## src/rtl/core/rtttl_pkg.sv

```systemverilog
// Shared types, character codes, note table and helpers for the ringtone parser.
`timescale 1ns / 1ps

package rtttl_pkg;

	localparam int NUM_W = 23;   // note length times 60000
	localparam int DEN_W = 19;   // beats per minute times 8
	localparam int CNT_W = 5;

	localparam logic [7:0] CH_END   = 8'h00;
	localparam logic [7:0] CH_COLON = 8'h3A;
	localparam logic [7:0] CH_SPACE = 8'h20;
	localparam logic [7:0] CH_EQ    = 8'h3D;
	localparam logic [7:0] CH_COMMA = 8'h2C;
	localparam logic [7:0] CH_SHARP = 8'h23;
	localparam logic [7:0] CH_DOT   = 8'h2E;
	localparam logic [7:0] CH_ZERO  = 8'h30;
	localparam logic [7:0] KEY_D    = 8'h64;
	localparam logic [7:0] KEY_O    = 8'h6F;
	localparam logic [7:0] KEY_B    = 8'h62;

	localparam logic [5:0]  DDUR_RST = 6'd8;
	localparam logic [2:0]  DOCT_RST = 3'd6;
	localparam logic [15:0] BPM_RST  = 16'd63;
	localparam logic [15:0] MS_PER_MIN = 16'd60000;
	localparam logic [22:0] WHOLE_32 = 23'd32;

	typedef enum logic [3:0] {
		PH_NAME    = 4'd0,
		PH_KEY     = 4'd1,
		PH_EQ      = 4'd2,
		PH_VAL     = 4'd3,
		PH_AFTER   = 4'd4,
		PH_ABORT   = 4'd5,
		PH_NSTART  = 4'd6,
		PH_NDIGITS = 4'd7,
		PH_NLETTER = 4'd8,
		PH_NSHARP  = 4'd9,
		PH_NDOT    = 4'd10,
		PH_NSCALE  = 4'd11,
		PH_NTAIL   = 4'd12
	} phase_t;

	typedef enum logic [2:0] {
		C_IDLE, C_STEP, C_DIV, C_MUL, C_TSTART, C_EMIT1, C_EMIT2
	} ctl_t;

	typedef enum logic [1:0] {
		DK_CTRL, DK_NOTE, DK_TIME
	} div_kind_t;

	typedef struct packed {
		logic done;
		logic div;
		logic emit;
	} act_t;

	function automatic logic is_digit(input logic [7:0] c);
		return (c >= 8'h30) && (c <= 8'h39);
	endfunction

	// Decimal accumulate with saturation at the top of 16 bits.
	function automatic logic [15:0] acc_next(input logic [15:0] acc, input logic [7:0] c);
		logic [20:0] v;
		v = {2'b00, acc, 3'b000} + {4'b0000, acc, 1'b0} + {13'd0, c - CH_ZERO};
		return (v > 21'd65535) ? 16'hFFFF : v[15:0];
	endfunction

	function automatic logic [3:0] pitch_of(input logic [7:0] c);
		logic [3:0] p;
		case (c)
			8'h63, 8'h43: p = 4'd1;
			8'h64, 8'h44: p = 4'd3;
			8'h65, 8'h45: p = 4'd5;
			8'h66, 8'h46: p = 4'd6;
			8'h67, 8'h47: p = 4'd8;
			8'h61, 8'h41: p = 4'd10;
			8'h62, 8'h42, 8'h68, 8'h48: p = 4'd12;
			default: p = 4'd0;
		endcase
		return p;
	endfunction

	function automatic logic [6:0] add_dot(input logic [6:0] d);
		return d + {1'b0, d[6:1]};
	endfunction

	// s is octave * 12 + pitch; the table covers s = 49..96.
	function automatic logic [11:0] tone_freq(input logic [7:0] s);
		logic [11:0] f;
		case (s)
			8'd49: f = 12'd262;  8'd50: f = 12'd277;  8'd51: f = 12'd294;
			8'd52: f = 12'd311;  8'd53: f = 12'd330;  8'd54: f = 12'd349;
			8'd55: f = 12'd370;  8'd56: f = 12'd392;  8'd57: f = 12'd415;
			8'd58: f = 12'd440;  8'd59: f = 12'd466;  8'd60: f = 12'd494;
			8'd61: f = 12'd523;  8'd62: f = 12'd554;  8'd63: f = 12'd587;
			8'd64: f = 12'd622;  8'd65: f = 12'd659;  8'd66: f = 12'd698;
			8'd67: f = 12'd740;  8'd68: f = 12'd784;  8'd69: f = 12'd831;
			8'd70: f = 12'd880;  8'd71: f = 12'd932;  8'd72: f = 12'd988;
			8'd73: f = 12'd1047; 8'd74: f = 12'd1109; 8'd75: f = 12'd1175;
			8'd76: f = 12'd1245; 8'd77: f = 12'd1319; 8'd78: f = 12'd1397;
			8'd79: f = 12'd1480; 8'd80: f = 12'd1568; 8'd81: f = 12'd1661;
			8'd82: f = 12'd1760; 8'd83: f = 12'd1865; 8'd84: f = 12'd1976;
			8'd85: f = 12'd2093; 8'd86: f = 12'd2217; 8'd87: f = 12'd2349;
			8'd88: f = 12'd2489; 8'd89: f = 12'd2637; 8'd90: f = 12'd2794;
			8'd91: f = 12'd2960; 8'd92: f = 12'd3136; 8'd93: f = 12'd3322;
			8'd94: f = 12'd3520; 8'd95: f = 12'd3729; 8'd96: f = 12'd3951;
			default: f = 12'd0;
		endcase
		return f;
	endfunction

endpackage

```

## src/rtl/core/rtttl_div.sv

```systemverilog
// Restoring divider, one quotient bit per cycle.
`timescale 1ns / 1ps

module rtttl_div (
	input  logic                          clk,
	input  logic                          arst_n,
	input  logic                          start,
	input  logic [rtttl_pkg::NUM_W-1:0]   numer,
	input  logic [rtttl_pkg::DEN_W-1:0]   denom,
	output logic                          busy,
	output logic                          done,
	output logic [rtttl_pkg::NUM_W-1:0]   quot
);

	logic [rtttl_pkg::DEN_W-1:0] rem_q;
	logic [rtttl_pkg::DEN_W-1:0] den_q;
	logic [rtttl_pkg::NUM_W-1:0] quo_q;
	logic [rtttl_pkg::CNT_W-1:0] cnt_q;
	logic                        busy_q;
	logic                        done_q;
	logic [rtttl_pkg::DEN_W:0]   shifted;
	logic [rtttl_pkg::DEN_W+1:0] diff;
	logic                        ge;

	assign shifted = {rem_q, quo_q[rtttl_pkg::NUM_W-1]};
	assign diff    = {1'b0, shifted} - {2'b00, den_q};
	assign ge      = !diff[rtttl_pkg::DEN_W+1];

	always_ff @(posedge clk or negedge arst_n) begin
		if (!arst_n) begin
			busy_q <= 1'b0;
			done_q <= 1'b0;
			cnt_q  <= '0;
		end else begin
			done_q <= 1'b0;
			if (start) begin
				busy_q <= 1'b1;
				cnt_q  <= '0;
			end else if (busy_q) begin
				cnt_q <= cnt_q + 1'b1;
				if (cnt_q == rtttl_pkg::CNT_W'(rtttl_pkg::NUM_W - 1)) begin
					busy_q <= 1'b0;
					done_q <= 1'b1;
				end
			end
		end
	end

	always_ff @(posedge clk) begin
		if (start) begin
			rem_q <= '0;
			den_q <= denom;
			quo_q <= numer;
		end else if (busy_q) begin
			rem_q <= ge ? diff[rtttl_pkg::DEN_W-1:0] : shifted[rtttl_pkg::DEN_W-1:0];
			quo_q <= {quo_q[rtttl_pkg::NUM_W-2:0], ge};
		end
	end

	assign busy = busy_q;
	assign done = done_q;
	assign quot = quo_q;

endmodule

```

## src/rtl/core/rtttl_tone_command_parser.sv

```systemverilog
// Ringtone text parser: sequencer, parse state, shared divider and command output.
// Plain characters need no division; a d= value or a nonzero note length goes through
// the 23-step divider, as does a finished note's time (when b is nonzero) before its first command.
// Throughput: one character at a time; the next is taken once the current one is finished.
// Reset: asynchronous, active low; parser returns to skipping the name, defaults d=8, o=6, b=63.
// A command waiting in the output register does not stop the sequencer until the next one.
`timescale 1ns / 1ps

module rtttl_tone_command_parser (
	input  logic        clk,
	input  logic        arst_n,
	input  logic        char_valid,
	output logic        char_ready,
	input  logic [7:0]  char_code,
	output logic        cmd_valid,
	input  logic        cmd_ready,
	output logic [11:0] frequency_hz,
	output logic [19:0] time_ms,
	output logic        last_of_run
);

	rtttl_pkg::ctl_t      ctl_q, ctl_d;
	rtttl_pkg::phase_t    phase_q, phase_d;
	rtttl_pkg::div_kind_t kind_q, kind_d;
	rtttl_pkg::act_t      act;

	logic [7:0]  char_q;
	logic [7:0]  key_q, key_d;
	logic [15:0] acc_q, acc_d;
	logic [5:0]  ddur_q, ddur_d;
	logic [2:0]  doct_q, doct_d;
	logic [15:0] bpm_q, bpm_d;
	logic [6:0]  ndur_q, ndur_d;
	logic [3:0]  pitch_q, pitch_d;
	logic [3:0]  noct_q, noct_d;
	logic        end_q, end_d;
	logic [22:0] prod_q;
	logic [22:0] t_q, t_d;

	logic        out_valid_q;
	logic [11:0] out_freq_q;
	logic [19:0] out_time_q;
	logic        out_last_q;
	logic        load;
	logic [11:0] load_freq;
	logic [19:0] load_time;
	logic        load_last;
	logic        out_free;

	logic        div_start;
	logic [22:0] div_numer;
	logic [18:0] div_denom;
	logic        div_busy;
	logic        div_done;
	logic [22:0] div_quot;

	logic        finish;
	logic [25:0] t_x7;
	logic [7:0]  tone_idx;
	logic        in_note;

	assign out_free  = !out_valid_q || cmd_ready;
	assign t_x7      = {t_q, 3'b000} - {3'b000, t_q};
	assign tone_idx  = 8'(noct_q) * 8'd12 + 8'(pitch_q);
	assign in_note   = (phase_q == rtttl_pkg::PH_NLETTER) || (phase_q == rtttl_pkg::PH_NSHARP)
		|| (phase_q == rtttl_pkg::PH_NDOT) || (phase_q == rtttl_pkg::PH_NSCALE)
		|| (phase_q == rtttl_pkg::PH_NTAIL);
	assign finish    = ((ctl_q == rtttl_pkg::C_EMIT1) && out_free && (pitch_q == 4'd0))
		|| ((ctl_q == rtttl_pkg::C_EMIT2) && out_free);

	rtttl_div u_div (
		.clk    (clk),
		.arst_n (arst_n),
		.start  (div_start),
		.numer  (div_numer),
		.denom  (div_denom),
		.busy   (div_busy),
		.done   (div_done),
		.quot   (div_quot)
	);

	// Parse step, divider requests and command loads
	always_comb begin
		phase_d   = phase_q;
		kind_d    = kind_q;
		key_d     = key_q;
		acc_d     = acc_q;
		ddur_d    = ddur_q;
		doct_d    = doct_q;
		bpm_d     = bpm_q;
		ndur_d    = ndur_q;
		pitch_d   = pitch_q;
		noct_d    = noct_q;
		end_d     = end_q;
		t_d       = t_q;
		act       = '0;
		div_start = 1'b0;
		div_numer = rtttl_pkg::WHOLE_32;
		div_denom = {3'b000, acc_q};
		load      = 1'b0;
		load_freq = 12'd0;
		load_time = t_q[19:0];
		load_last = 1'b1;
		unique case (ctl_q)
			rtttl_pkg::C_STEP: begin
				if (char_q == rtttl_pkg::CH_END) begin
					if (in_note) begin
						end_d    = 1'b1;
						act.emit = 1'b1;
					end else begin
						act.done = 1'b1;
						end_d    = 1'b1;
					end
				end else begin
					case (phase_q)
						rtttl_pkg::PH_NAME: begin
							if (char_q == rtttl_pkg::CH_COLON) phase_d = rtttl_pkg::PH_KEY;
							act.done = 1'b1;
						end
						rtttl_pkg::PH_KEY: begin
							act.done = 1'b1;
							if (char_q == rtttl_pkg::CH_COLON) begin
								phase_d = rtttl_pkg::PH_NSTART;
							end else if (char_q != rtttl_pkg::CH_SPACE) begin
								key_d   = char_q;
								phase_d = rtttl_pkg::PH_EQ;
							end
						end
						rtttl_pkg::PH_EQ: begin
							act.done = 1'b1;
							if (char_q == rtttl_pkg::CH_EQ) begin
								acc_d   = '0;
								phase_d = rtttl_pkg::PH_VAL;
							end else begin
								phase_d = rtttl_pkg::PH_ABORT;
							end
						end
						rtttl_pkg::PH_VAL: begin
							if (rtttl_pkg::is_digit(char_q)) begin
								acc_d    = rtttl_pkg::acc_next(acc_q, char_q);
								act.done = 1'b1;
							end else begin
								phase_d = rtttl_pkg::PH_AFTER;
								if (key_q == rtttl_pkg::KEY_D && acc_q != 16'd0) begin
									act.div   = 1'b1;
									div_start = 1'b1;
									kind_d    = rtttl_pkg::DK_CTRL;
								end else if (key_q == rtttl_pkg::KEY_O) begin
									if (acc_q >= 16'd4 && acc_q <= 16'd7) doct_d = acc_q[2:0];
								end else if (key_q == rtttl_pkg::KEY_B) begin
									bpm_d = acc_q;
								end
							end
						end
						rtttl_pkg::PH_AFTER: begin
							if (char_q == rtttl_pkg::CH_SPACE) begin
								act.done = 1'b1;
							end else begin
								phase_d  = rtttl_pkg::PH_KEY;
								act.done = (char_q == rtttl_pkg::CH_COMMA);
							end
						end
						rtttl_pkg::PH_NSTART: begin
							act.done = 1'b1;
							if (char_q != rtttl_pkg::CH_SPACE) begin
								ndur_d  = {1'b0, ddur_q};
								noct_d  = {1'b0, doct_q};
								pitch_d = 4'd0;
								if (rtttl_pkg::is_digit(char_q)) begin
									acc_d   = {8'd0, char_q - rtttl_pkg::CH_ZERO};
									phase_d = rtttl_pkg::PH_NDIGITS;
								end else begin
									pitch_d = rtttl_pkg::pitch_of(char_q);
									phase_d = rtttl_pkg::PH_NLETTER;
								end
							end
						end
						rtttl_pkg::PH_NDIGITS: begin
							if (rtttl_pkg::is_digit(char_q)) begin
								acc_d    = rtttl_pkg::acc_next(acc_q, char_q);
								act.done = 1'b1;
							end else begin
								pitch_d = rtttl_pkg::pitch_of(char_q);
								phase_d = rtttl_pkg::PH_NLETTER;
								if (acc_q != 16'd0) begin
									act.div   = 1'b1;
									div_start = 1'b1;
									kind_d    = rtttl_pkg::DK_NOTE;
								end else begin
									act.done = 1'b1;
								end
							end
						end
						rtttl_pkg::PH_NLETTER: begin
							phase_d = rtttl_pkg::PH_NSHARP;
							if (char_q == rtttl_pkg::CH_SHARP) begin
								pitch_d  = pitch_q + 4'd1;
								act.done = 1'b1;
							end
						end
						rtttl_pkg::PH_NSHARP: begin
							phase_d = rtttl_pkg::PH_NDOT;
							if (char_q == rtttl_pkg::CH_DOT) begin
								ndur_d   = rtttl_pkg::add_dot(ndur_q);
								act.done = 1'b1;
							end
						end
						rtttl_pkg::PH_NDOT: begin
							phase_d = rtttl_pkg::PH_NSCALE;
							if (rtttl_pkg::is_digit(char_q)) begin
								noct_d   = 4'(char_q - rtttl_pkg::CH_ZERO);
								act.done = 1'b1;
							end
						end
						rtttl_pkg::PH_NSCALE: begin
							phase_d = rtttl_pkg::PH_NTAIL;
							if (char_q == rtttl_pkg::CH_DOT) begin
								ndur_d   = rtttl_pkg::add_dot(ndur_q);
								act.done = 1'b1;
							end
						end
						rtttl_pkg::PH_NTAIL: begin
							if (char_q == rtttl_pkg::CH_SPACE) act.done = 1'b1;
							else act.emit = 1'b1;
						end
						default: act.done = 1'b1;
					endcase
				end
			end
			rtttl_pkg::C_DIV: begin
				if (div_done) begin
					case (kind_q)
						rtttl_pkg::DK_CTRL: ddur_d = div_quot[5:0];
						rtttl_pkg::DK_NOTE: ndur_d = div_quot[6:0];
						default:            t_d    = div_quot;
					endcase
				end
			end
			rtttl_pkg::C_TSTART: begin
				div_numer = prod_q;
				div_denom = {bpm_q, 3'b000};
				if (bpm_q == 16'd0) begin
					t_d = '0;
				end else begin
					div_start = 1'b1;
					kind_d    = rtttl_pkg::DK_TIME;
				end
			end
			rtttl_pkg::C_EMIT1: begin
				if (out_free) begin
					load = 1'b1;
					if (pitch_q != 4'd0) begin
						load_freq = rtttl_pkg::tone_freq(tone_idx);
						load_time = t_x7[22:3];
						load_last = 1'b0;
					end
				end
			end
			rtttl_pkg::C_EMIT2: begin
				if (out_free) begin
					load      = 1'b1;
					load_time = t_q[22:3];
				end
			end
			default: ;
		endcase
		if (finish) phase_d = rtttl_pkg::PH_NSTART;
	end

	// Sequencer next state
	always_comb begin
		ctl_d = ctl_q;
		unique case (ctl_q)
			rtttl_pkg::C_IDLE:
				if (char_valid) ctl_d = rtttl_pkg::C_STEP;
			rtttl_pkg::C_STEP: begin
				if (act.div) ctl_d = rtttl_pkg::C_DIV;
				else if (act.emit) ctl_d = rtttl_pkg::C_MUL;
				else if (act.done) ctl_d = rtttl_pkg::C_IDLE;
			end
			rtttl_pkg::C_DIV: begin
				if (div_done) begin
					case (kind_q)
						rtttl_pkg::DK_CTRL: ctl_d = rtttl_pkg::C_STEP;
						rtttl_pkg::DK_NOTE: ctl_d = rtttl_pkg::C_IDLE;
						default:            ctl_d = rtttl_pkg::C_EMIT1;
					endcase
				end
			end
			rtttl_pkg::C_MUL: ctl_d = rtttl_pkg::C_TSTART;
			rtttl_pkg::C_TSTART:
				ctl_d = (bpm_q == 16'd0) ? rtttl_pkg::C_EMIT1 : rtttl_pkg::C_DIV;
			rtttl_pkg::C_EMIT1, rtttl_pkg::C_EMIT2: begin
				if (finish) begin
					ctl_d = (end_q || char_q == rtttl_pkg::CH_COMMA) ? rtttl_pkg::C_IDLE
						: rtttl_pkg::C_STEP;
				end else if (ctl_q == rtttl_pkg::C_EMIT1 && out_free) begin
					ctl_d = rtttl_pkg::C_EMIT2;
				end
			end
			default: ctl_d = rtttl_pkg::C_IDLE;
		endcase
	end

	always_ff @(posedge clk or negedge arst_n) begin
		if (!arst_n) begin
			ctl_q       <= rtttl_pkg::C_IDLE;
			phase_q     <= rtttl_pkg::PH_NAME;
			kind_q      <= rtttl_pkg::DK_CTRL;
			key_q       <= '0;
			acc_q       <= '0;
			ddur_q      <= rtttl_pkg::DDUR_RST;
			doct_q      <= rtttl_pkg::DOCT_RST;
			bpm_q       <= rtttl_pkg::BPM_RST;
			ndur_q      <= '0;
			pitch_q     <= '0;
			noct_q      <= '0;
			end_q       <= 1'b0;
			out_valid_q <= 1'b0;
		end else begin
			ctl_q  <= ctl_d;
			kind_q <= kind_d;
			// end of tune: drop all parse state back to its reset values
			if (end_d && (act.done || (finish && end_q))) begin
				phase_q <= rtttl_pkg::PH_NAME;
				key_q   <= '0;
				acc_q   <= '0;
				ddur_q  <= rtttl_pkg::DDUR_RST;
				doct_q  <= rtttl_pkg::DOCT_RST;
				bpm_q   <= rtttl_pkg::BPM_RST;
				ndur_q  <= '0;
				pitch_q <= '0;
				noct_q  <= '0;
				end_q   <= 1'b0;
			end else begin
				phase_q <= phase_d;
				key_q   <= key_d;
				acc_q   <= acc_d;
				ddur_q  <= ddur_d;
				doct_q  <= doct_d;
				bpm_q   <= bpm_d;
				ndur_q  <= ndur_d;
				pitch_q <= pitch_d;
				noct_q  <= noct_d;
				end_q   <= end_d;
			end
			if (load) out_valid_q <= 1'b1;
			else if (cmd_ready) out_valid_q <= 1'b0;
		end
	end

	always_ff @(posedge clk) begin
		if (char_valid && char_ready) char_q <= char_code;
		if (ctl_q == rtttl_pkg::C_MUL) prod_q <= 23'(ndur_q) * 23'(rtttl_pkg::MS_PER_MIN);
		t_q <= t_d;
		if (load) begin
			out_freq_q <= load_freq;
			out_time_q <= load_time;
			out_last_q <= load_last;
		end
	end

	assign char_ready   = (ctl_q == rtttl_pkg::C_IDLE);
	assign cmd_valid    = out_valid_q;
	assign frequency_hz = out_freq_q;
	assign time_ms      = out_time_q;
	assign last_of_run  = out_last_q;

`ifndef SYNTHESIS
	a_first_of_pair: assert property (@(posedge clk) disable iff (!arst_n)
		(cmd_valid && !last_of_run) |-> (ctl_q == rtttl_pkg::C_EMIT2))
		else $error("first half of a tone pending outside its second emit step");
	a_idle_div: assert property (@(posedge clk) disable iff (!arst_n)
		char_ready |-> !div_busy)
		else $error("divider busy while taking a new character");
	a_div_done: assert property (@(posedge clk) disable iff (!arst_n)
		div_done |-> (ctl_q == rtttl_pkg::C_DIV))
		else $error("divider finished while sequencer not waiting");
	a_emit_note: assert property (@(posedge clk) disable iff (!arst_n)
		(ctl_q == rtttl_pkg::C_EMIT1) |-> in_note)
		else $error("emitting a command outside a note");
`endif

endmodule
```

## config.mk

```make
export PLATFORM = sky130hd
export DESIGN_NAME = rtttl_tone_command_parser
export DESIGN_NICKNAME = d
export VERILOG_FILES = /design/src/rtl/core/rtttl_pkg.sv /design/src/rtl/core/rtttl_div.sv /design/src/rtl/core/rtttl_tone_command_parser.sv
export SDC_FILE = /design/constraint.sdc
export NUM_CORES = 1
export LEC_CHECK = 0
export BUFFER_PORTS_ARGS = -buffer_cell sky130_fd_sc_hd__buf_2
export CAP_MARGIN = 20
export CORE_MARGIN = 8
export CORE_UTILIZATION = 55
export DETAILED_ROUTE_END_ITERATION = 7
export GPL_ROUTABILITY_DRIVEN = 0
export GPL_TIMING_DRIVEN = 0
export PLACE_DENSITY = 0.75
export SLEW_MARGIN = 10
export SYNTH_ARGS = -nofsm -noshare
export SYNTH_HDL_FRONTEND = slang
export SYNTH_SLANG_ARGS = --single-unit
```

## constraint.sdc

```tcl
create_clock -name clk -period 4.29 [get_ports clk]
set_clock_uncertainty 0.05 [all_clocks]
set_input_delay 0.429 -clock clk [delete_from_list [all_inputs] [get_ports clk]]
set_output_delay 0.429 -clock clk [all_outputs]
set_load 0.005 [all_outputs]
```

Word-level counts from Yosys, hierarchy flattened

Memory sizes are Yosys's and may differ from the RTL's. A register that Yosys moved wholly into a read port is not among the register bits.
Index checks and enable logic that the tools add are counted.

$add $sub $neg: 9
$mul: 2
Order comparisons: 5
Equal/unequal tests: 83
Muxes and demuxes: 143
Bitwise logic cells: 3
Reduce and logical (&&, ||, !) cells: 73

Operators with widths:

| cell                                           | number |
|---|---|
| 2-to-1 mux 16 bit                              | 17 |
| == test 8 x 7 -> 1 bit (second input constant) | 19 |
| 2-to-1 mux 23 bit                              | 6 |
| 2-to-1 mux 4 bit                               | 24 |
| 2-to-1 mux 20 bit                              | 3 |
| 2-to-1 mux 3 bit                               | 18 |
| == test 8 x 6 -> 1 bit (second input constant) | 6 |
| 2-to-1 mux 8 bit                               | 6 |
| case mux 16 bit (3 select lines)               | 1 |
| case mux 23 bit (2 select lines)               | 1 |
| case mux 4 bit (11 select lines)               | 1 |
| 2-to-1 mux 7 bit                               | 6 |
| case mux 20 bit (2 select lines)               | 1 |
| 2-to-1 mux 1 bit                               | 34 |
| != test 4 bit (second input constant)          | 8 |
| != test 3 bit (second input constant)          | 10 |
| case mux 4 bit (7 select lines)                | 1 |
| case mux 7 bit (2 select lines)                | 2 |
| AND reduction 7 bit                            | 4 |
| nonzero test 2 bit                             | 14 |
| 2-to-1 mux 6 bit                               | 4 |
| subtractor 23 bit                              | 1 |
| OR reduction 2 bit                             | 11 |
| adder 20 x 8 -> 21 bit                         | 1 |
| other kinds (61)                               | 119 |

Bits in registers: 213
Bits in read-only memories: 1,536
Output and inout bits: 35
Memories: 1

Memory list:

| memory          | depth | width | read ports | clocked after memory_dff | wr ports | RTL line        | source |
|---|---|---|---|---|---|---|---|
| (no name shown) | 128   | 12    | 1          | 1                        | 0        | rtttl_pkg.sv:91 | `case (s)` |

Depth between registers and ports, before layout

Gate-level depths: netlist of run 1.

Depth after elaboration: 12
Mapped depth: 16
Depth with buffers taken out: 16

Hierarchy

Synthesis of run 1 repeated with hierarchy kept, for this count alone.

Cells, all modules: 1,742
Area total of the unflattened synthesis: 16,802.4 um^2

Modules (own cells, without submodules):

| module                    | times used | cells each | area each (um^2) |
|---|---|---|---|
| rtttl_tone_command_parser | 1          | 1,346      | 12,609.6 |
| rtttl_div                 | 1          | 396        | 4,192.8 |

Worst setup path after synthesis of run 1

No wires, ideal clock.

Path type: register to register
From: reg ndur_q[5]
To: reg prod_q[21], data pin
Library setup time: 258 ps
Data arrival time: 3,724 ps
Required time: 3,982 ps
Path slack: 258 ps
Stages on the path, launching flop included: 17
Path buffers: 0
Path through: dfrtp_1 > inv_1 > ha_1 > fa_1 > inv_1 > ha_1 > inv_1 > fa_1 > inv_1 > ha_1 > o21a_1 > o21ai_0 > a21oi_1 > o211ai_1 > o211ai_1 > a21oi_1 > xnor2_1

Word-level cells in the longest chain between the ends: 1

RTL lines:

| what                        | RTL line                         | source |
|---|---|---|
| start, declared             | rtttl_tone_command_parser.sv:33  | `logic [6:0] ndur_q, ndur_d;` |
| start signal, assigned      | rtttl_tone_command_parser.sv:342 | `ndur_q <= ndur_d;` |
| multiplier 7 x 11 -> 18 bit | rtttl_tone_command_parser.sv:354 | `if (ctl_q == rtttl_pkg::C_MUL) prod_q <= 23'(ndur_q) * 23'(rtttl_pkg::MS_PER_MIN);` |
| end signal, assigned        | rtttl_tone_command_parser.sv:354 |  |
| end, declared               | rtttl_tone_command_parser.sv:37  | `logic [22:0] prod_q;` |

Every way passes these cells.
A chain may end at the register's enable or synchronous reset.

Final worst setup path of run 1

From: reg char_q[4]
To: reg acc_q[9]

Word-level cells in the longest chain between the ends: 10
Elaborated cells between the ends (all ways): 40
Those cells by class: add/sub: 2; order compare: 3; eq/ne: 11; mux: 17; reduce/logical: 7

RTL lines:

| what                                                            | RTL line                         | source |
|---|---|---|
| start, declared                                                 | rtttl_tone_command_parser.sv:27  | `logic [7:0] char_q;` |
| start signal, assigned                                          | rtttl_tone_command_parser.sv:353 | `if (char_valid && char_ready) char_q <= char_code;` |
| branches (longest 10 deep; another with adder 20 x 8 -> 21 bit) | n/a                              |  |
| end signal, assigned                                            | rtttl_tone_command_parser.sv:311 | `acc_q <= '0;` |
| end signal, assigned                                            | rtttl_tone_command_parser.sv:327 | `acc_q <= '0;` |
| end signal, assigned                                            | rtttl_tone_command_parser.sv:338 | `acc_q <= acc_d;` |
| end, declared                                                   | rtttl_tone_command_parser.sv:29  | `logic [15:0] acc_q, acc_d;` |

Parallel ways; which one is timed is not known. The select of a mux whose other input is x is not followed.

==> results of run 1 <==
cells in the mapped netlist (5+ instances only):
master,number
a21o_1,18
o31ai_1,16
nand2b_1,15
nor2_1,132
nand2_1,148
a311oi_1,7
a211o_1,8
o21ai_1,6
and3_1,17
o21bai_1,7
xor2_1,23
nor2b_1,21
o32ai_1,7
ha_1,131
dfrtp_1,73
a22oi_1,19
mux2i_1,58
buf_2,14
nand3b_1,5
or2_2,8
nor3_1,25
buf_4,7
dfxtp_1,19
inv_1,127
dfstp_2,9
a21oi_1,98
or3_1,13
nand3_1,45
o22ai_1,5
and2_1,35
edfxtp_1,124
a31oi_1,23
o21a_1,24
a211oi_1,38
nand4_1,12
mux2_2,11
xnor2_1,42
o21ai_0,95
nor3b_1,7
o211ai_1,14
fa_1,29
or4_1,6
clkbuf_1,52
nor4_1,13
per-stage QoR:
stage	setup slack, ns	cells	setup TNS, ns	cell area (um2)
floorplan	0.258	1703	0	16200
global placement	-0.127	2139	-0.141	16900
detailed placement	-0.168	2143	-0.253	17000
CTS	0.0256	2191	0	17900
global route	0.00331	2197	0	17900
finish	0.0473	2197	0	17900
how the worst max path moves through the flow:
stage / startpoint / to / cells past startpoint
after global routing: ndur_q[1]$_DFFE_PN0P_ / prod_q[19]$_DFFE_PP_ / 15
after floorplan: ndur_q[5]$_DFFE_PN0P_ / prod_q[21]$_DFFE_PP_ / 16
after global placement: ndur_q[5]$_DFFE_PN0P_ / prod_q[21]$_DFFE_PP_ / 16
final: char_q[4]$_DFFE_PP_ / acc_q[9]$_DFFE_PN0P_ / 12
after detailed placement: ndur_q[5]$_DFFE_PN0P_ / prod_q[21]$_DFFE_PP_ / 16
after CTS: ndur_q[5]$_DFFE_PN0P_ / prod_q[19]$_DFFE_PP_ / 17
cell type report:
class	count	share of cell area, %
multi-input cells	1272	51.6
repair buffers	59	2.10
well taps	390	2.72
flip-flops and latches	225	34.4
clock buffers	40	4.31
plain buffers	77	1.94
clock inverters	5	0.279
inverters	129	2.70
worst max-delay path: stages, from the launching register on:
cell and delay (ns):
edfxtp_1 0.43, inv_1 0.13, ha_1 0.37, fa_1 0.47, ha_1 0.38, o21a_1 0.18
a2111oi_0 0.74, o21a_1 0.27, nor4_1 0.07, a211oi_1 0.60, nand2_1 0.10, a21oi_1 0.19
o32ai_1 0.11
per-layer routing:
metal / part of all wire (%) / GRT usage (%) / up-vias
met2: 46 / 35.4 / 522
met1: 45 / 29.2 / 6333
met5: 0 / 0 / -
li1: - / - / 6417
met4: 2.4 / 6.48 / 0
met3: 7.1 / 3.01 / 83
logic make-up (layout without fill, tap and decap cells):
| family | after synthesis | in the layout | share of synthesized area [%] |
|---|---|---|---|
| compound gates | 451 | 451 | 18.9 |
| xor+xnor | 65 | 65 | 3.51 |
| fa+ha+maj | 161 | 161 | 13.7 |
| buf+inv | 206 | 310 | 5.13 |
| flops | 225 | 225 | 38.0 |
| mux | 74 | 74 | 4.90 |
| simple gates | 521 | 521 | 15.8 |
state kept, by name (all words and copies together) (netlist names), 12 cells and up:
signal and flops:
acc_q 16, bpm_q 16, frequency_hz 12, prod_q 18, t_q 23, time_ms 20
u_div.den_q 19, u_div.quot 23, u_div.rem_q 19
timing repair:
item                                   4_1_cts  5_1_grt
resized for setup                            1       12
pin swaps                                    1        1
endpoints found under the hold margin       18        0
setup endpoints to repair                    3       17
hold buffers                                 1        0
setup buffers                                2        6
==> summary.txt, run 1 <==
STA
  – Normalized max-slew margin: 29.1%
  – RSZ-0062 raised after global routing: no
  – Pin slew with the least headroom to its limit: 1.06 ns
  – Fmax: 0.236 GHz
  – Part of the cycle the worst path needs: 98.9%
  – Final hold violations: 0
  – Final period demand of the worst path: 4.24 ns
  – Setup violators final: 0
  – Number of max-slew violations in the final report: 0
  – Hold Worst Slack: 0.0260 ns

Status
  – Run status: finished, final reports clean

Die
  – Height of the chip: 188 um
  – Starting utilization of the core area: 55.3%
  – Core Box Area: 0.0293 mm2
  – Floorplan die area: 0.0352 mm2
  – Ports placed on the boundary: 47
  – Die Span X: 188 um
  – Floorplan row count: 63

Finish
  – Area occupied by multi-input gates: 0.00925 mm2
  – Storage cell area: 0.00617 mm2
  – Share of final-layout standard cells stronger than drive strength 1: 10.3%
  – Most common library cell in the layout ignoring fill and taps: nand2_1
  – Layout overhead on the synthesized area: 10.6%
  – Most frequent cells in the layout: nand2_1, nor2_1, ha_1, inv_1, edfxtp_1
  – Number of nets in the layout: 1961
  – Number of fill cells in the layout: 2456
  – Number of inserted diodes: 0
  – Final Core Density: 61.2%

CTS
  – Number of clock sinks: 225
  – Root buffer cell: clkbuf_16
  – CTS H-tree lvls: 1
  – Number of buffers on the longest clock path: 3
  – Num CTS Buffers: 25
  – CTS tree: yes
  – Clock latency on the worst-skew pair: 0.53 ns
  – Clock-pin slew of the registers on the worst-case setup and hold paths: 0.06 ns

Critical path
  – Launching element type of the critical path: flop
  – Worst Setup Path Type: reg -> reg
  – Setup slack on the worst flop-to-flop path: 0.05 ns
  – Crit path DAT: 4.58 ns
  – Kind of capture point of the worst setup path: flop
  – Worst r2r path cells: 12
  – Worst r2r src: char_q[4]$_DFFE_PP_
  – Req. time, crit path: 4.62 ns
  – Crit-path max FO: 5
  – Reg2Reg Capture Point: acc_q[9]$_DFFE_PN0P_

Yosys
  – Cell area after technology mapping: 0.0162 mm2
  – Synth warn: 0
  – Cell taking the most area after synthesis: edfxtp_1
  – Sequential share of the synthesized area: 38.0%
  – Main flop type after synthesis: edfxtp_1
  – Number of synthesized flops with an enable pin: 124
  – Nets in the synthesized netlist: 1875
  – FF+latch count, synth: 225
  – Top post-synthesis cells by area: edfxtp_1, dfrtp_1, ha_1, fa_1, mux2i_1
  – Mapped Cells: 1703
  – Proportion of netlist area held by the largest area contributor: 23.0%
  – Mapped Avg Cell Area: 9.52 um2
  – Async SR Flop Fraction: 36.4%
  – Synth unique cells: 100

Global route
  – Number of global-route vias before repair: 12845
  – Number of antenna violations at the first check in global routing: 0
  – Pin count of the biggest net entering global routing: 61
  – First-pass GRT wire length: 64600 um
  – Aggregate global-route resource usage: 21.5%
  – Total grt overflow: 0

Detailed routing
  – Total length of routed wires: 38800 um
  – Remaining antenna violation count: 0
  – Detailed Route Iter0 Violations: 1071
  – Post-detailed-route via-to-cell ratio: 6.08
  – Routed wire per std cell: 17.6 um
  – Remaining DRCs: 0
  – Pre-antenna DRT Iters: 8
  – Via count: 13355

Worst hold path
  – Worst Hold Class: in -> reg
  – Startpoint of the most critical hold path: char_code[0]
  – Worst min-delay path endpoint: char_q[0]$_DFFE_PP_
  – Worst Hold Path Cells: 1

Run
  – Max Cap Viol: 0

Place
  – Number of buffer cells added on primary ports: 46
  – HPWL after detailed placement: 29400 um
Power of run 1 is not shown: default switching activity piles up to over one toggle a cycle in this logic, so the estimate is an artifact.
==> inputs of run 2 (changes only) <==
Settings changed: CORE_ASPECT_RATIO set to 1.5.
==> run 2 against run 1 <==
  * Worst hold slack better by 0.013 ns
  * Utilization is essentially flat
  * Via count fell by 1.0%
  * Non-clock buffer count down 4
  * Die area rose by 0.32%
  * Final area decreased by 0.18%
  * Sequential share of layout area is 0.062 points higher
  * Critical path type unchanged
==> summary.txt, run 2 (synthesis gave the netlist of run 1 again) <==
Finish
  – Final Core Density: 61.2% (about the same)
  – Number of inserted diodes: 0 (unchanged)
  – Most common library cell in the layout ignoring fill and taps: nand2_1 (unchanged)
  – Fin cells: 2193 (was 2197)
  – Number of fill cells in the layout: 2462 (was 2456)
  – Share of final-layout standard cells stronger than drive strength 1: 10.2% (was 10.3%)
  – Most frequent cells in the layout: nand2_1, nor2_1, ha_1, inv_1, edfxtp_1 (unchanged)
  – Storage cell area: 0.00617 mm2 (unchanged)
  – Layout overhead on the synthesized area: 10.4% (was 10.6%)
  – Area occupied by multi-input gates: 0.00931 mm2 (was 0.00925 mm2)
  – Number of nets in the layout: 1954 (was 1961)

STA
  – Pin slew with the least headroom to its limit: 1.01 ns (was 1.06 ns)
  – Fmax: 0.241 GHz (was 0.236 GHz)
  – Normalized max-slew margin: 32.6% (was 29.1%)
  – Number of max-slew violations in the final report: 0 (unchanged)
  – Final period demand of the worst path: 4.15 ns (was 4.24 ns)
  – Crit path setup slack, layout: 0.138 ns (was 0.0473 ns)
  – Setup violators final: 0 (unchanged)
  – Part of the cycle the worst path needs: 96.8% (was 98.9%)
  – Final hold violations: 0 (unchanged)

Detailed routing
  – Remaining antenna violation count: 0 (unchanged)
  – Met3 Routed Length: 1880 um (was 2740 um)
  – Pre-antenna DRT Iters: 5 (was 8)
  – Sum of routed wire segments on met1: 15600 um (was 17300 um)
  – Total length of routed wires: 38900 um (was 38800 um)
  – Met2 layer wire length in the routed design: 19900 um (was 17800 um)
  – Via count: 13222 (was 13355)
  – Remaining DRCs: 0 (unchanged)
  – Routed wire per std cell: 17.7 um (was 17.6 um)
  – Highest routed layer: met4 (unchanged)
  – Detailed Route Iter0 Violations: 823 (was 1071)
  – Post-detailed-route via-to-cell ratio: 6.03 (was 6.08)

CTS
  – Root buffer cell: clkbuf_16 (unchanged)
  – Clock latency on the worst-skew pair: 0.52 ns (was 0.53 ns)
  – Clock-pin slew of the registers on the worst-case setup and hold paths: 0.06 ns (about the same)
  – CTS H-tree lvls: 1 (unchanged)
  – Num CTS Buffers: 22 (was 25)
  – Number of buffers on the longest clock path: 3 (unchanged)
  – Number of clock sinks: 225 (unchanged)
  – CTS tree: yes (unchanged)

Die
  – Ports placed on the boundary: 47 (unchanged)
  – Die Span X: 156 um (was 188 um)
  – Starting utilization of the core area: 55.4% (was 55.3%)
  – Floorplan row count: 77 (was 63)
  – Floorplan die area: 0.0354 mm2 (was 0.0352 mm2)
  – Height of the chip: 226 um (was 188 um)
  – Core Box Area: 0.0293 mm2 (about the same)

Global route
  – Number of global-route vias before repair: 13020 (was 12845)
  – Total grt overflow: 0 (unchanged)
  – Aggregate global-route resource usage: 22.0% (was 21.5%)
  – Pin count of the biggest net entering global routing: 46 (was 61)
  – First-pass GRT wire length: 64000 um (was 64600 um)
  – Number of antenna violations at the first check in global routing: 0 (unchanged)

Critical path
  – Number of buffers and inverters on the critical path: 2 (was 1)
  – Worst r2r src: ndur_q[1]$_DFFE_PN0P_ (was char_q[4]$_DFFE_PP_)
  – Worst setup path start: ndur_q[1]$_DFFE_PN0P_ (was char_q[4]$_DFFE_PP_)
  – CP Cell Sequence: fa_1, fa_1, inv_1, fa_1, inv_1, ha_1, ha_1, or2_2, a21oi_1, a31oi_2, nand4_1, nand3b_1, a21oi_2, xnor2_1 (was inv_1, ha_1, fa_1, ha_1, o21a_1, a2111oi_0, o21a_1, nor4_1, a211oi_1, nand2_1, a21oi_1, o32ai_1)
  – Crit path DAT: 4.36 ns (was 4.58 ns)
  – Critical Path Max Stage Delay: 0.52 ns (was 0.74 ns)
  – Most common cell on crit path: fa_1
  – Req. time, crit path: 4.50 ns (was 4.62 ns)
  – CP max-delay cell: fa_1 (was a2111oi_0)
  – Kind of capture point of the worst setup path: flop (unchanged)
  – Crit-path leading delay family: adder cells (was compound AO/OA/AOI/OAI gates)
  – Worst Setup Path Type: reg -> reg (unchanged)
  – Launching element type of the critical path: flop (unchanged)
  – Crit-path max FO: 7 (was 5)

Run
  – Max Cap Viol: 0 (unchanged)

Worst hold path
  – Startpoint of the most critical hold path: char_code[0] (unchanged)
  – Worst Hold Class: in -> reg (unchanged)

Place
  – HPWL after detailed placement: 29900 um (was 29400 um)
  – Number of placed instances with taps included: 2147 (was 2143)
  – Post-Place Setup Slack: -0.301 ns (was -0.168 ns)
  – Number of buffer cells added on primary ports: 46 (unchanged)

Status
  – Run status: finished, final reports clean (unchanged)
==> run 2: repair_timing <==
| action | CTS | global route |
|---|---|---|
| endpoints found under the hold margin | 31 | 0 |
| resized for setup | 5 | 14 |
| cloned | 0 | 0 |
| buffers inserted | 1 | 4 |
| hold buffers | 1 | 0 |
| endpoints found under the setup margin | 13 | 20 |
| pin swaps | 1 | 0 |
==> run 2: final cells by class <==
type | count | share of cell area, %
multi-input cells | 1272 | 51.9
clock inverters | 10 | 0.580
clock buffers | 30 | 3.65
flip-flops and latches | 225 | 34.5
plain buffers | 77 | 1.94
repair buffers | 55 | 1.96
inverters | 129 | 2.70
well taps | 395 | 2.76
==> run 2: path summary, 6_finish.rpt <==
path	slack, ns	endpoint	cells past startpoint
min in group asynchronous	0.38	phase_q[3]$_DFFE_PN0P_	2
max in group asynchronous	3.14	bpm_q[5]$_DFFE_PN1P_	3
setup / recovery	0.14	prod_q[22]$_DFFE_PP_	14
hold reg to reg	0.46	u_div.rem_q[4]$_SDFFE_PP0P_	2
setup reg to reg	0.14	prod_q[22]$_DFFE_PP_	14
hold / removal	0.04	char_q[0]$_DFFE_PP_	1
==> run 2: stage by stage <==
| step | cell area, um2 | setup TNS (ns) | hold slack (ns) |
|---|---|---|---|
| after CTS | 17800 | 0 | 0.0196 |
| after global placement | 16900 | -0.378 | 0.429 |
| final | 17900 | 0 | 0.0388 |
| after detailed placement | 17000 | -1.07 | 0.388 |
| after global routing | 17900 | -0.0350 | 0.0234 |
| after floorplan | 16200 | 0 | 0.0834 |
==> run 2: worst register-to-register path: stages (launching register included) <==
cell	delay, ns
dfrtp_2	0.49
fa_1	0.51
fa_1	0.49
inv_1	0.05
fa_1	0.52
inv_1	0.05
ha_1	0.29
ha_1	0.33
or2_2	0.30
a21oi_1	0.19
a31oi_2	0.09
nand4_1	0.13
nand3b_1	0.10
a21oi_2	0.21
xnor2_1	0.10
==> run 2: per-layer routing <==
| layer | vias up | track usage (%) |
|---|---|---|
| met1 | 6331 | 25.7 |
| li1 | 6360 | - |
| met3 | 101 | 2.35 |
| met4 | 0 | 9.89 |
| met2 | 430 | 39.9 |
| met5 | - | 0 |
Power of run 2 is left out for the same reason.
==> inputs of run 3 (changes only) <==
Settings changed: BUFFER_PORTS_ARGS -buffer_cell sky130_fd_sc_hd__buf_2 to -buffer_cell sky130_fd_sc_hd__clkbuf_2, GPL_ROUTABILITY_DRIVEN 0 to 1.
==> run 3 against run 2 <==
  * Routed wire length is 4.9% higher
  * Die area stayed put
  * Cell count is 0.55% higher
  * Register-to-register slack hardly changed
  * Count of clock-buffer cells in the layout is 2 lower
  * Final area is 0.29% higher
  * Non-clock buffer count is 10 higher
  * Utilization is 0.18 points higher
  * Via count is 0.38% lower
  * First-iteration DRC count is 7.4% lower
  * Global-route usage is 1.1 points higher
  * Worst setup slack hardly changed
==> summary.txt, run 3 (synthesis gave the netlist of run 1 again) <==
Critical path
  – Req. time, crit path: 4.58 ns (was 4.50 ns)
  – Worst Setup Path Type: reg -> reg (unchanged)
  – Launching element type of the critical path: flop (unchanged)
  – Kind of capture point of the worst setup path: flop (unchanged)
  – Crit-path max FO: 4 (was 7)
  – Crit path DAT: 4.44 ns (was 4.36 ns)

STA
  – Final hold violations: 0 (unchanged)
  – Number of max-slew violations in the final report: 0 (unchanged)
  – Normalized max-slew margin: 33.2% (was 32.6%)
  – Final period demand of the worst path: 4.15 ns (about the same)
  – Setup violators final: 0 (unchanged)
  – Fmax: 0.241 GHz (about the same)
  – Pin slew with the least headroom to its limit: 0.995 ns (was 1.01 ns)
  – Part of the cycle the worst path needs: 96.8% (about the same)

Worst hold path
  – Worst Hold Class: in -> reg (unchanged)

Global route
  – First-pass GRT wire length: 66700 um (was 64000 um)
  – Total grt overflow: 0 (unchanged)
  – Top Usage Layer GRT: met2 (unchanged)
  – Global Route met2 Usage: 42.0% (was 39.9%)
  – Number of global-route vias before repair: 13354 (was 13020)
  – Met3 capacity usage during global routing: 2.48% (was 2.35%)
  – Aggregate global-route resource usage: 23.1% (was 22.0%)
  – Pin count of the biggest net entering global routing: 46 (unchanged)
  – Number of antenna violations at the first check in global routing: 0 (unchanged)
  – Met1 demand-to-capacity share in global routing: 27.0% (was 25.7%)

Place
  – HPWL after detailed placement: 31100 um (was 29900 um)
  – Number of placed instances with taps included: 2147 (unchanged)
  – Final estimated routing congestion in global placement: 0.931
  – Number of buffer cells added on primary ports: 46 (unchanged)

Detailed routing
  – Routed wire per std cell: 18.5 um (was 17.7 um)
  – Remaining antenna violation count: 0 (unchanged)
  – Post-detailed-route via-to-cell ratio: 5.97 (was 6.03)
  – Remaining DRCs: 0 (unchanged)
  – Pre-antenna DRT Iters: 5 (unchanged)
  – Detailed Route Iter0 Violations: 762 (was 823)
  – Total length of routed wires: 40800 um (was 38900 um)
  – Via count: 13172 (was 13222)

Run
  – Max Cap Viol: 0 (unchanged)

CTS
  – CTS H-tree lvls: 1 (unchanged)
  – Clock-pin slew of the registers on the worst-case setup and hold paths: 0.06 ns (about the same)
  – Number of buffers on the longest clock path: 3 (unchanged)
  – Clock latency on the worst-skew pair: 0.54 ns (was 0.52 ns)
  – CTS tree: yes (unchanged)
  – Number of clock sinks: 225 (unchanged)
  – Root buffer cell: clkbuf_16 (unchanged)
  – Num CTS Buffers: 23 (was 22)

Finish
  – Share of final-layout standard cells stronger than drive strength 1: 10.4% (was 10.2%)
  – Fin cells: 2205 (was 2193)
  – Layout overhead on the synthesized area: 10.8% (was 10.4%)
  – Number of inserted diodes: 0 (unchanged)
  – Most common library cell in the layout ignoring fill and taps: nand2_1 (unchanged)
  – Final Core Density: 61.3% (was 61.2%)
  – Number of nets in the layout: 1965 (was 1954)
  – Most frequent cells in the layout: nand2_1, nor2_1, ha_1, inv_1, edfxtp_1 (unchanged)

Die
  – Floorplan die area: 0.0354 mm2 (unchanged)
  – Floorplan row count: 77 (unchanged)
  – Height of the chip: 226 um (unchanged)
  – Core Box Area: 0.0293 mm2 (unchanged)
  – Die Span X: 156 um (unchanged)
  – Ports placed on the boundary: 47 (unchanged)
  – Starting utilization of the core area: 55.4% (unchanged)

Status
  – Run status: finished, final reports clean (unchanged)
run 3: cell count changes in the layout (fill, tap and decap cells not counted), sizes merged:
cell	change
clkinvlp	+3
clkbuf	+44
inv	+1
dlygate4sd3	+6
buf	-42
run 3: final cells by class:
cell class              instances  area [um2]
fillers                      2533       11300
multi-input cells            1272        9290
flip-flops and latches        225        6170
clock buffers                  28         594
well taps                     395         494
inverters                     129         484
repair buffers                 65         440
plain buffers                  77         348
clock inverters                14         136
run 3: path summary, 6_finish.rpt:
path,from,depth (start not counted),end,slack [ns]
max,ndur_q[5]$_DFFE_PN0P_,17,prod_q[21]$_DFFE_PP_,0.14
max in group asynchronous,arst_n,3,ddur_q[3]$_DFFE_PN1P_,3.08
min in group asynchronous,arst_n,2,key_q[0]$_DFFE_PN0P_,0.39
min reg2reg,u_div.rem_q[3]$_SDFFE_PP0P_,2,u_div.rem_q[4]$_SDFFE_PP0P_,0.44
max reg2reg,ndur_q[5]$_DFFE_PN0P_,17,prod_q[21]$_DFFE_PP_,0.14
min,char_code[7],1,char_q[7]$_DFFE_PP_,0.02
run 3: routing by layer:
| layer | part of all wire [%] | vias up |
|---|---|---|
| met3 | 4.3 | 99 |
| met2 | 51 | 327 |
| met4 | 3.5 | 0 |
| met5 | 0 | - |
| met1 | 41 | 6343 |
| li1 | - | 6403 |
run 3: worst max-delay path, cell delays in order (launching register included):
cell,delay [ns]
dfrtp_2,0.42
inv_1,0.10
ha_2,0.32
fa_1,0.52
inv_1,0.07
ha_1,0.28
inv_1,0.05
fa_1,0.50
inv_1,0.04
ha_1,0.33
o21a_1,0.18
o21ai_2,0.08
a21oi_2,0.18
o211ai_1,0.10
buf_4,0.15
o211ai_1,0.21
a21oi_1,0.13
xnor2_1,0.26
run 3: metrics by stage:
step	setup TNS [ns]	area, um2	hold WS, ns	setup WS [ns]
after floorplan	0	16200	0.0834	0.258
after global placement	-0.355	16900	0.426	-0.228
after detailed placement	-0.845	17000	0.434	-0.398
after CTS	0	17900	0.00833	0.0108
after global routing	-0.0354	18000	0.0130	-0.0316
final	0	18000	0.0247	0.138
run 3: what timing repair did:
action	4_1_cts	5_1_grt
hold buffers	7	0
pin swaps	1	1
endpoints found under the setup margin	11	16
endpoints found under the hold margin	38	0
buffers inserted	4	5
resized for setup	5	13
gates cloned	0	0
Power of run 3 is left out for the same reason.
